## src/design/fcv_pkg.sv

```systemverilog
package fcv_pkg;

	localparam int unsigned COUNT_W = 17;
	localparam logic [COUNT_W-1:0] COUNT_MAX = {COUNT_W{1'b1}};

	localparam logic [31:0] FNV_BASIS   = 32'd2166136261;
	localparam logic [31:0] FNV_PRIME   = 32'd16777619;
	localparam logic [31:0] FRAME_MAGIC = 32'h51435a31;
	localparam logic [7:0]  FRAME_VERSION = 8'd1;
	localparam logic [COUNT_W-1:0] HDR_BYTES = COUNT_W'(28);
	localparam logic [COUNT_W-1:0] CSUM_AT   = COUNT_W'(24);

	typedef enum logic [2:0] {
		ST_OK       = 3'd0,
		ST_SHORT    = 3'd1,
		ST_MAGIC    = 3'd2,
		ST_LENGTH   = 3'd3,
		ST_CHECKSUM = 3'd4
	} status_t;

	// Header fields and running totals of a frame, as seen after one byte.
	typedef struct packed {
		logic [COUNT_W-1:0] byte_count;
		logic [31:0]        running_hash;
		logic [31:0]        magic_word;
		logic [7:0]         version_byte;
		logic [7:0]         type_byte;
		logic [15:0]        header_length;
		logic [15:0]        length_of_payload;
		logic [15:0]        flag_bits;
		logic [31:0]        seq_word;
		logic [63:0]        time_word;
		logic [31:0]        stored_checksum;
	} frame_sum_t;

	// Product with the FNV prime, 2^24 + 2^8 + 0x93, as a sum of shifts.
	function automatic logic [31:0] fnv_mul(input logic [31:0] x);
		fnv_mul = (x << 24) + (x << 8) + (x << 7) + (x << 4) + (x << 1) + x;
	endfunction

endpackage

```

## src/design/fcv_if.sv

```systemverilog
interface fcv_in_if;
	logic       valid;
	logic       ready;
	logic [7:0] data_byte;
	logic       end_of_frame;

	modport source(output valid, output data_byte, output end_of_frame, input ready);
	modport sink(input valid, input data_byte, input end_of_frame, output ready);
endinterface

interface fcv_out_if;
	logic                    valid;
	logic                    ready;
	fcv_pkg::status_t        status;
	logic [7:0]              message_type;
	logic [15:0]             header_flags;
	logic [31:0]             sequence_number;
	logic [63:0]             timestamp;
	logic [15:0]             payload_length;

	modport source(output valid, output status, output message_type, output header_flags,
		output sequence_number, output timestamp, output payload_length, input ready);
	modport sink(input valid, input status, input message_type, input header_flags,
		input sequence_number, input timestamp, input payload_length, output ready);
endinterface

```

## src/design/fcv_accum.sv

```systemverilog
module fcv_accum (
	input  logic               clk,
	input  logic               arst_n,
	input  logic               step,
	input  logic [7:0]         data_byte,
	input  logic               end_of_frame,
	output fcv_pkg::frame_sum_t nxt
);

	fcv_pkg::frame_sum_t cur_q;
	fcv_pkg::frame_sum_t rst_val;
	logic [7:0]          hash_byte;
	logic [4:0]          pos;

	assign pos = cur_q.byte_count[4:0];

	always_comb begin
		rst_val = '0;
		rst_val.running_hash = fcv_pkg::FNV_BASIS;
	end

	always_comb begin
		nxt = cur_q;
		// The stored checksum bytes are hashed as zero.
		if (cur_q.byte_count >= fcv_pkg::CSUM_AT && cur_q.byte_count < fcv_pkg::HDR_BYTES) begin
			hash_byte = 8'd0;
		end else begin
			hash_byte = data_byte;
		end
		nxt.running_hash = fcv_pkg::fnv_mul(cur_q.running_hash ^ {24'd0, hash_byte});
		if (cur_q.byte_count != fcv_pkg::COUNT_MAX) begin
			nxt.byte_count = cur_q.byte_count + fcv_pkg::COUNT_W'(1);
		end
		if (cur_q.byte_count < fcv_pkg::HDR_BYTES) begin
			case (pos) inside
				[5'd0:5'd3]:   nxt.magic_word = {cur_q.magic_word[23:0], data_byte};
				5'd4:          nxt.version_byte = data_byte;
				5'd5:          nxt.type_byte = data_byte;
				[5'd6:5'd7]:   nxt.header_length = {cur_q.header_length[7:0], data_byte};
				[5'd8:5'd9]:   nxt.length_of_payload = {cur_q.length_of_payload[7:0], data_byte};
				[5'd10:5'd11]: nxt.flag_bits = {cur_q.flag_bits[7:0], data_byte};
				[5'd12:5'd15]: nxt.seq_word = {cur_q.seq_word[23:0], data_byte};
				[5'd16:5'd23]: nxt.time_word = {cur_q.time_word[55:0], data_byte};
				[5'd24:5'd27]: nxt.stored_checksum = {cur_q.stored_checksum[23:0], data_byte};
				default: ;
			endcase
		end
	end

	always_ff @(posedge clk or negedge arst_n) begin
		if (!arst_n) begin
			cur_q <= rst_val;
		end else if (step) begin
			if (end_of_frame) begin
				cur_q <= rst_val;
			end else begin
				cur_q <= nxt;
			end
		end
	end

endmodule

```

## src/design/fcv_judge.sv

```systemverilog
module fcv_judge (
	input  fcv_pkg::frame_sum_t fin,
	output fcv_pkg::status_t    status
);

	logic [fcv_pkg::COUNT_W-1:0] total;

	assign total = {1'b0, fin.header_length} + {1'b0, fin.length_of_payload};

	always_comb begin
		if (fin.byte_count < fcv_pkg::HDR_BYTES) begin
			status = fcv_pkg::ST_SHORT;
		end else if (fin.magic_word != fcv_pkg::FRAME_MAGIC
				|| fin.version_byte != fcv_pkg::FRAME_VERSION) begin
			status = fcv_pkg::ST_MAGIC;
		end else if (fin.header_length != fcv_pkg::HDR_BYTES[15:0]
				|| fin.byte_count != total) begin
			status = fcv_pkg::ST_LENGTH;
		end else if (fin.stored_checksum != fin.running_hash) begin
			status = fcv_pkg::ST_CHECKSUM;
		end else begin
			status = fcv_pkg::ST_OK;
		end
	end

endmodule

```

## src/design/checksummed_frame_validator.sv

```systemverilog
// Frame header validator with a 32-bit FNV-1a hash over the whole frame.
// The frame channel takes one byte per item, in wire order; end_of_frame
// marks the last byte. Bytes without the mark give no result. The result
// channel gives one item per frame: a status code, and when the status is
// ok the message type, flags, sequence number, timestamp and payload length
// from the 28-byte header (all zero otherwise). The checksum bytes at
// offsets 24 to 27 are hashed as zero and compared with the final hash.
// Throughput is one byte per cycle, except while a last byte waits on a
// stalled result. A byte is held in the input register; the hash step,
// header capture and status decision run combinationally as it leaves
// that register, and the result register captures the verdict when a
// frame's last byte leaves it. The per-byte path is one constant multiply
// (shift-and-add) followed by the checksum compare. Reset clears the valid
// flags of the input and result registers and returns the frame state to
// the hash basis with an empty header. If the receiver stalls, the result
// holds steady; body bytes keep flowing, and only a last byte waits in the
// input register until the result register frees up, with frame.ready low.
module checksummed_frame_validator (
	input  logic             clk,
	input  logic             arst_n,
	fcv_in_if.sink           frame,
	fcv_out_if.source        result
);

	logic       valid_s1;
	logic [7:0] data_s1;
	logic       eof_s1;
	logic       out_free;
	logic       adv;
	logic       accept;

	fcv_pkg::frame_sum_t nxt;
	fcv_pkg::status_t    status_d;

	logic                    out_valid_q;
	fcv_pkg::status_t        status_q;
	logic [7:0]              type_q;
	logic [15:0]             flags_q;
	logic [31:0]             seq_q;
	logic [63:0]             time_q;
	logic [15:0]             plen_q;

	// The input register moves on unless it holds a last byte and the result
	// register is still occupied.
	assign out_free = !out_valid_q || result.ready;
	assign adv = valid_s1 && (!eof_s1 || out_free);
	assign frame.ready = !valid_s1 || adv;
	assign accept = frame.valid && frame.ready;

	always_ff @(posedge clk or negedge arst_n) begin
		if (!arst_n) begin
			valid_s1 <= 1'b0;
		end else if (frame.ready) begin
			valid_s1 <= frame.valid;
		end
	end

	always_ff @(posedge clk) begin
		if (accept) begin
			data_s1 <= frame.data_byte;
			eof_s1 <= frame.end_of_frame;
		end
	end

	fcv_accum u_accum (
		.clk          (clk),
		.arst_n       (arst_n),
		.step         (adv),
		.data_byte    (data_s1),
		.end_of_frame (eof_s1),
		.nxt          (nxt)
	);

	fcv_judge u_judge (
		.fin    (nxt),
		.status (status_d)
	);

	always_ff @(posedge clk or negedge arst_n) begin
		if (!arst_n) begin
			out_valid_q <= 1'b0;
		end else if (adv && eof_s1) begin
			out_valid_q <= 1'b1;
		end else if (result.ready) begin
			out_valid_q <= 1'b0;
		end
	end

	// Header fields are reported only for a frame that passed every check.
	always_ff @(posedge clk) begin
		if (adv && eof_s1) begin
			status_q <= status_d;
			if (status_d == fcv_pkg::ST_OK) begin
				type_q  <= nxt.type_byte;
				flags_q <= nxt.flag_bits;
				seq_q   <= nxt.seq_word;
				time_q  <= nxt.time_word;
				plen_q  <= nxt.length_of_payload;
			end else begin
				type_q  <= '0;
				flags_q <= '0;
				seq_q   <= '0;
				time_q  <= '0;
				plen_q  <= '0;
			end
		end
	end

	assign result.valid           = out_valid_q;
	assign result.status          = status_q;
	assign result.message_type    = type_q;
	assign result.header_flags    = flags_q;
	assign result.sequence_number = seq_q;
	assign result.timestamp       = time_q;
	assign result.payload_length  = plen_q;

endmodule

```

## src/flat_wrapper.sv

```systemverilog
// flat-port wrapper written by rule: the top's interface ports become plain ports
module checksummed_frame_validator_flat 
  (clk, arst_n, frame_valid, frame_data_byte, frame_end_of_frame, frame_ready, result_valid, result_status, result_message_type, result_header_flags, result_sequence_number, result_timestamp, result_payload_length, result_ready);
  fcv_in_if frame_i ();
  fcv_out_if result_i ();
  input  logic clk;
  input  logic arst_n;
  input wire logic [$bits(frame_i.valid)-1:0] frame_valid;
  input wire logic [$bits(frame_i.data_byte)-1:0] frame_data_byte;
  input wire logic [$bits(frame_i.end_of_frame)-1:0] frame_end_of_frame;
  output wire logic [$bits(frame_i.ready)-1:0] frame_ready;
  output wire logic [$bits(result_i.valid)-1:0] result_valid;
  output wire logic [$bits(result_i.status)-1:0] result_status;
  output wire logic [$bits(result_i.message_type)-1:0] result_message_type;
  output wire logic [$bits(result_i.header_flags)-1:0] result_header_flags;
  output wire logic [$bits(result_i.sequence_number)-1:0] result_sequence_number;
  output wire logic [$bits(result_i.timestamp)-1:0] result_timestamp;
  output wire logic [$bits(result_i.payload_length)-1:0] result_payload_length;
  input wire logic [$bits(result_i.ready)-1:0] result_ready;
  assign frame_i.valid = frame_valid;
  assign frame_i.data_byte = frame_data_byte;
  assign frame_i.end_of_frame = frame_end_of_frame;
  assign frame_ready = frame_i.ready;
  assign result_valid = result_i.valid;
  assign result_status = result_i.status;
  assign result_message_type = result_i.message_type;
  assign result_header_flags = result_i.header_flags;
  assign result_sequence_number = result_i.sequence_number;
  assign result_timestamp = result_i.timestamp;
  assign result_payload_length = result_i.payload_length;
  assign result_i.ready = result_ready;
  checksummed_frame_validator u_core (.clk(clk), .arst_n(arst_n), .frame(frame_i), .result(result_i));
endmodule
```

## config.mk

```make
export PLATFORM = sky130hd
export DESIGN_NAME = checksummed_frame_validator_flat
export DESIGN_NICKNAME = d
export VERILOG_FILES = /design/src/design/fcv_pkg.sv /design/src/design/fcv_if.sv /design/src/design/fcv_accum.sv /design/src/design/fcv_judge.sv /design/src/design/checksummed_frame_validator.sv /design/src/flat_wrapper.sv
export SDC_FILE = /design/constraint.sdc
export NUM_CORES = 1
export LEC_CHECK = 0
export BUFFER_PORTS_ARGS = -buffer_cell sky130_fd_sc_hd__buf_2
export CORE_MARGIN = 5
export CORE_UTILIZATION = 58
export DETAILED_ROUTE_END_ITERATION = 7
export PLACE_DENSITY = 0.87
export REMOVE_ABC_BUFFERS = 1
export SKIP_CTS_REPAIR_TIMING = 1
export SLEW_MARGIN = 10
export SYNTH_ARGS = -nofsm -noshare
export SYNTH_HDL_FRONTEND = slang
export SYNTH_SLANG_ARGS = --single-unit
```

## constraint.sdc

```tcl
create_clock -name clk -period 7.99 [get_ports clk]
set_input_delay 1.1985 -clock clk [delete_from_list [all_inputs] [get_ports clk]]
set_output_delay 1.1985 -clock clk [all_outputs]
set_load 0.01 [all_outputs]
```

Word-level counts from Yosys, hierarchy flattened
Cells that the tools add are included.

$add $sub $neg: 7. Order comparisons: 17. Equal/unequal tests: 8. Mux-type cells: 55. Bitwise operators: 1. Reduce and logical (&&, ||, !) cells: 21.

Operators with widths (number): $mux W32 (17); $mux W64 (8); $mux W273 (1); $mux W16 (15); $mux W224 (1); $add A32 B32 Y32 (5); $mux W8 (6); $lt A17 B5 Y1 const B (2); $ne A32 B31 Y1 const B (1); $ne A32 B32 Y1 (1); $xor A32 B8 Y32 (1); $add A16 B16 Y17 (1); $add A17 B1 Y17 const B (1); $ge A17 B5 Y1 const B (1); $mux W17 (1); $ne A17 B17 Y1 (1); $ne A17 B17 Y1 const B (1); $ne A16 B5 Y1 const B (1); $ge A5 B4 Y1 const B (3); $le A5 B4 Y1 const B (3); $mux W3 (4); $logic_and A1 B1 Y1 (11); $eq A5 B3 Y1 const B (2); $ge A5 B5 Y1 const B (2); 11 further kinds (19).

Register bits after elaboration: 423. Bits of input ports: 13. Logic and storage cells: 130.

Longest topological paths before layout
Depth in word-level cells: 19. Mapped depth: 27.

By module
From an unflattened synthesis, not the netlist that was laid out.

Cell total of the unflattened synthesis: 2010. Area, all modules: 24126.9 um^2.

By module, submodules not included: fcv_accum (instances 1, cells each 1499, area each 17135.2 um^2, seq. area each 6849.1 um^2); checksummed_frame_validator (instances 1, cells each 309, area each 5500.3 um^2, seq. area each 4494.3 um^2); fcv_judge (instances 1, cells each 202, area each 1491.4 um^2, seq. area each 0.0 um^2).

Least setup slack after synthesis
Ideal clock, no wire load.

Kind: register to register. Start point: register u_core.u_accum.cur_q[262] in the netlist's numbering. End point: register u_core.flags_q[0], in the netlist u_core.result.header_flags[0] (data pin). Data arrival time: 6.449 ns. Data required time: 7.729 ns. Slack: 1.280 ns. Stages on the path, launching flop included: 25. Path buffers: 4. Clock period less this slack: 6.710 ns. Path through: dfrtp_1 buf_2 nor4_2 nand4_1 clkbuf_1 nand2_1 xor2_1 fa_1 fa_1 fa_1 inv_1 ha_1 a2111oi_0 o21ai_1 a211oi_1 o41ai_1 a21o_1 a21oi_1 o21ai_0 xnor2_1 xor2_1 nand4_1 clkbuf_1 buf_2 nor3_2.

Longest elaborated chain between the ends: 15.

RTL lines: start, declared (line fcv_accum.sv:10) `fcv_pkg::frame_sum_t cur_q;`; start signal, assigned (line fcv_accum.sv:52) `cur_q <= rst_val;`; start signal, assigned (line fcv_accum.sv:55) `cur_q <= rst_val;`; start signal, assigned (line fcv_accum.sv:57) `cur_q <= nxt;`; $ge A17 B5 Y1 / $lt A17 B5 Y1 (equally long branches) (line fcv_accum.sv:25, fcv_accum.sv:34); $logic_and A1 B1 Y1 (line fcv_accum.sv:25) `if (cur_q.byte_count >= fcv_pkg::CSUM_AT && cur_q.byte_count < fcv_pkg::HDR_BYTES) begin`; $mux W8 (line fcv_accum.sv:25); $xor A32 B8 Y32 (line fcv_accum.sv:30) `nxt.running_hash = fcv_pkg::fnv_mul(cur_q.running_hash ^ {24'd0, hash_byte});`; $add A32 B32 Y32 (5 in series) (line fcv_pkg.sv:38) `fnv_mul = (x << 24) + (x << 8) + (x << 7) + (x << 4) + (x << 1) + x;`; $ne A32 B32 Y1 (line fcv_judge.sv:19) `end else if (fin.stored_checksum != fin.running_hash) begin`; $mux W3 (line fcv_judge.sv:19); $mux W3 (line fcv_judge.sv:16) `end else if (fin.header_length != fcv_pkg::HDR_BYTES[15:0]`; $mux W3 (line fcv_judge.sv:13) `end else if (fin.magic_word != fcv_pkg::FRAME_MAGIC`; $mux W3 (line fcv_judge.sv:11) `if (fin.byte_count < fcv_pkg::HDR_BYTES) begin`; $logic_not A3 Y1 (line checksummed_frame_validator.sv:93) `if (status_d == fcv_pkg::ST_OK) begin`; end signal, assigned (line checksummed_frame_validator.sv:95) `flags_q <= nxt.flag_bits;`; end, declared (line checksummed_frame_validator.sv:38) `logic [15:0] flags_q;`.

Parallel ways exist; a longest one is shown, timed or not. A chain may end at the register's enable or synchronous reset.

Worst setup path after layout
Start point: register u_core.u_accum.cur_q[258] in the netlist's numbering. End point: register u_core.time_q[63], in the netlist u_core.result.timestamp[63] (data pin).

Longest elaborated chain between the ends: 18.

RTL lines: parallel branches: the longest is 18 deep, another holds $add A32 B32 Y32; end signal, assigned (line checksummed_frame_validator.sv:97) `time_q <= nxt.time_word;`; end, declared (line checksummed_frame_validator.sv:40) `logic [63:0] time_q;`.

Parallel ways; which one is timed is not known.

==> impl_metrics.py <==
metrics = {
    "status": {
        "outcome": "finished, final reports clean",
    },
    "clock_network": {
        "numCtsBuffers": 43,
        "root_buffer": "clkbuf_16",
        "cts_tree": "built",
        "ctsLongestPathBuffers": 3,
        "clk_latency_ns": 0.56,
        "cts_sinks": 423,
        "clk_pin_slew_ns": 0.06,
        "htreeDepth": 2,
    },
    "yosys": {
        "yosysMostFrequentCell": "dfrtp_1",
        "synthTopCellsByCount": "dfrtp_1 (261), a22o_1 (213), mux2i_1 (163)",
        "synth_area_mm2": 0.0245,
        "yosysSeqAreaShare": 0.464,
        "yosysTopAreaCell": "dfrtp_1",
        "synthDominantCellAreaShare": 0.267,
        "ys.flop_type": "dfrtp_1",
        "syn_avg_cell_area_um2": 11.7,
        "synth_edf_count": 148,
        "ys_async_sr_fraction": 0.650,
        "synthTopCellsByArea": "dfrtp_1 (27%), edfxtp_1 (18%), a22o_1 (7.6%), mux2i_1 (6.7%), fa_1 (6.1%)",
        "yosys_warnings": 0,
        "ys_ff_latch": 423,
        "syn_inst": 2094,
        "synth.distinct_cells": 79,
    },
    "sta": {
        "maxSlewViolCount": 0,
        "fin_skew_ns": 0.0117,
        "grt_setup_unrepaired": "no",
        "hold_violations": 0,
        "timing.slew.headroom": 0.170,
        "period_share": 0.955,
        "hold_slack_ns": 0.466,
        "tightest_slew_ns": 1.24,
        "max_clock_freq_ghz": 0.131,
        "setup_viol": 0,
        "min_period_ns": 7.63,
    },
    "placement": {
        "hpwl_um": 40600,
        "numPortBuffers": 153,
        "place_congestion": 0.957,
        "detailed_place.area_mm2": 0.0256,
    },
    "global_route": {
        "grt_usage": 0.255,
        "grt_first_pass_wirelength_um": 97400,
        "grt_max_degree": 107,
        "grt_remaining_overflow": 0,
        "grt_pass1_vias": 17600,
        "antenna_found_initial": 0,
    },
    "layout": {
        "design_area_mm2": 0.0271,
        "drive_gt1_frac": 0.199,
        "finish.net_count": 2356,
        "area_growth_pct": 10.6,
        "antenna-diode-count": 0,
    },
    "routing": {
        "drtIter0Drc": 1912,
        "vias_per_cell": 6.32,
        "postRouteAntennaNets": 0,
        "routed_wl_um": 60200,
        "drcViolationCount": 0,
        "via_count": 17400,
        "wire_per_inst_um": 21.8,
        "dr.pass1.iters": 6,
    },
    "critical_path": {
        "start_kind": "register",
        "critPathCaptureType": "register",
        "slowest_delay_ns": 0.71,
        "worst-path-max-fanout": 27,
        "crit_type": "register to register",
        "crit_arrival_ns": 8.01,
        "cp_common_cell": "xnor2_1",
        "slowest_stage": "o41ai_1",
        "required_ns": 8.37,
    },
    "floorplan": {
        "dieArea_mm2": 0.0464,
        "start_util": 0.585,
        "io_pins": 154,
        "num_rows": 75,
        "core_mm2": 0.0419,
        "dieHeight_um": 215,
        "fp.dieW_um": 215,
    },
    "job": {
        "max_cap_violations": 0,
    },
    "hold_path": {
        "min_path_type": "register to register",
    },
}
==> metal layers <==
layer  routed length, µm  global-route usage
met1               25600               0.362
met2               28800               0.417
met3                4420              0.0390
met4                1380              0.0644
met5                   0                   0
==> cell type report <==
cell class              count  area (µm²)
multi-input cells        1367       11900
well taps                 539         674
flip-flops and latches    423       11300
clock inverters            17         199
inverters                 160         606
repair buffers            190        1110
fillers                  3030       14800
clock buffers              62        1180
==> path summary, 6_finish.rpt <==
kind | start | endpoint | slack [ns] | cells past startpoint
worst max-delay path | u_core.u_accum.cur_q[258] | u_core.result.timestamp[63] | 0.36 | 26
worst min register to register | u_core.u_accum.cur_q[226] | u_core.u_accum.cur_q[226] | 0.47 | 2
max in group asynchronous | arst_n | u_core.u_accum.cur_q[25] | 5.65 | 2
min in group asynchronous | arst_n | u_core.u_accum.cur_q[81] | 0.69 | 1
worst min-delay path | u_core.u_accum.cur_q[226] | u_core.u_accum.cur_q[226] | 0.47 | 2
worst max register to register | u_core.u_accum.cur_q[258] | u_core.result.timestamp[63] | 0.36 | 26
==> state kept, by name (all words and copies together) (netlist names), 3 cells and up <==
signal,count
u_core.result.message_type,8
u_core.data_s1,8
u_core.result.payload_length,16
u_core.u_accum.cur_q,273
u_core.result.sequence_number,32
u_core.result.status,3
u_core.result.timestamp,64
u_core.result.header_flags,16
==> through the flow <==
| stage | instances | setup TNS, ns | setup slack, ns | utilization |
|---|---|---|---|---|
| 2_1_floorplan | 1950 | -850.59 | -4.53 | - |
| 3_3_place_gp | 2679 | 0 | 0.621 | 0.612 |
| 3_5_place_dp | 2679 | 0 | 0.444 | 0.612 |
| 4_1_cts | 2758 | 0 | 0.370 | 0.645 |
| 5_1_grt | 2758 | 0 | 0.0131 | 0.646 |
| 6_report | 2758 | 0 | 0.360 | 0.646 |
==> logic make-up (layout without fill, tap and decap cells) <==
logic type	count (synthesis)	after routing	synth area share
fa+ha+maj	158	158	0.104
simple gates	436	436	0.119
flops	423	423	0.464
buf+inv	304	429	0.0530
xor+xnor	111	111	0.0400
mux	180	180	0.0745
compound gates	482	482	0.146
==> critical path, delay by kind of cell, from the launching register on <==
kind	cells	cell delay, ns
adders and majority gates	4	1.64
AOI/OAI and AO/OA	6	1.48
and+or+nand+nor	7	1.36
buffers and inverters	5	1.00
DFF	1	0.60
xor gates and xnor gates	4	1.34
==> cell usage in the layout (no fill, tap or decap), types with 13 or more instances in the layout <==
master | synthesis | final
mux2i_1 | 163 | 163
and3_1 | 13 | 13
edfxtp_1 | 148 | 148
ha_1 | 83 | 83
a22o_1 | 213 | 213
clkbuf_16 | 0 | 44
nor3_1 | 24 | 21
dfstp_2 | 14 | 14
nor4_1 | 16 | 13
fa_1 | 75 | 75
mux2_2 | 17 | 17
nand3_1 | 23 | 23
clkbuf_1 | 102 | 17
nand2_1 | 100 | 98
buf_4 | 0 | 32
nor3_2 | 130 | 133
inv_1 | 160 | 159
nand4_1 | 14 | 14
a21oi_1 | 68 | 67
buf_2 | 22 | 152
o21ai_0 | 75 | 75
dfrtp_1 | 261 | 261
a21o_1 | 15 | 15
xnor2_1 | 73 | 73
xor2_1 | 37 | 37
nor2_1 | 45 | 43
Power is left out: the tool's default activity adds up to more than one toggle a clock period on the data nets, which glitch-free logic cannot reach.
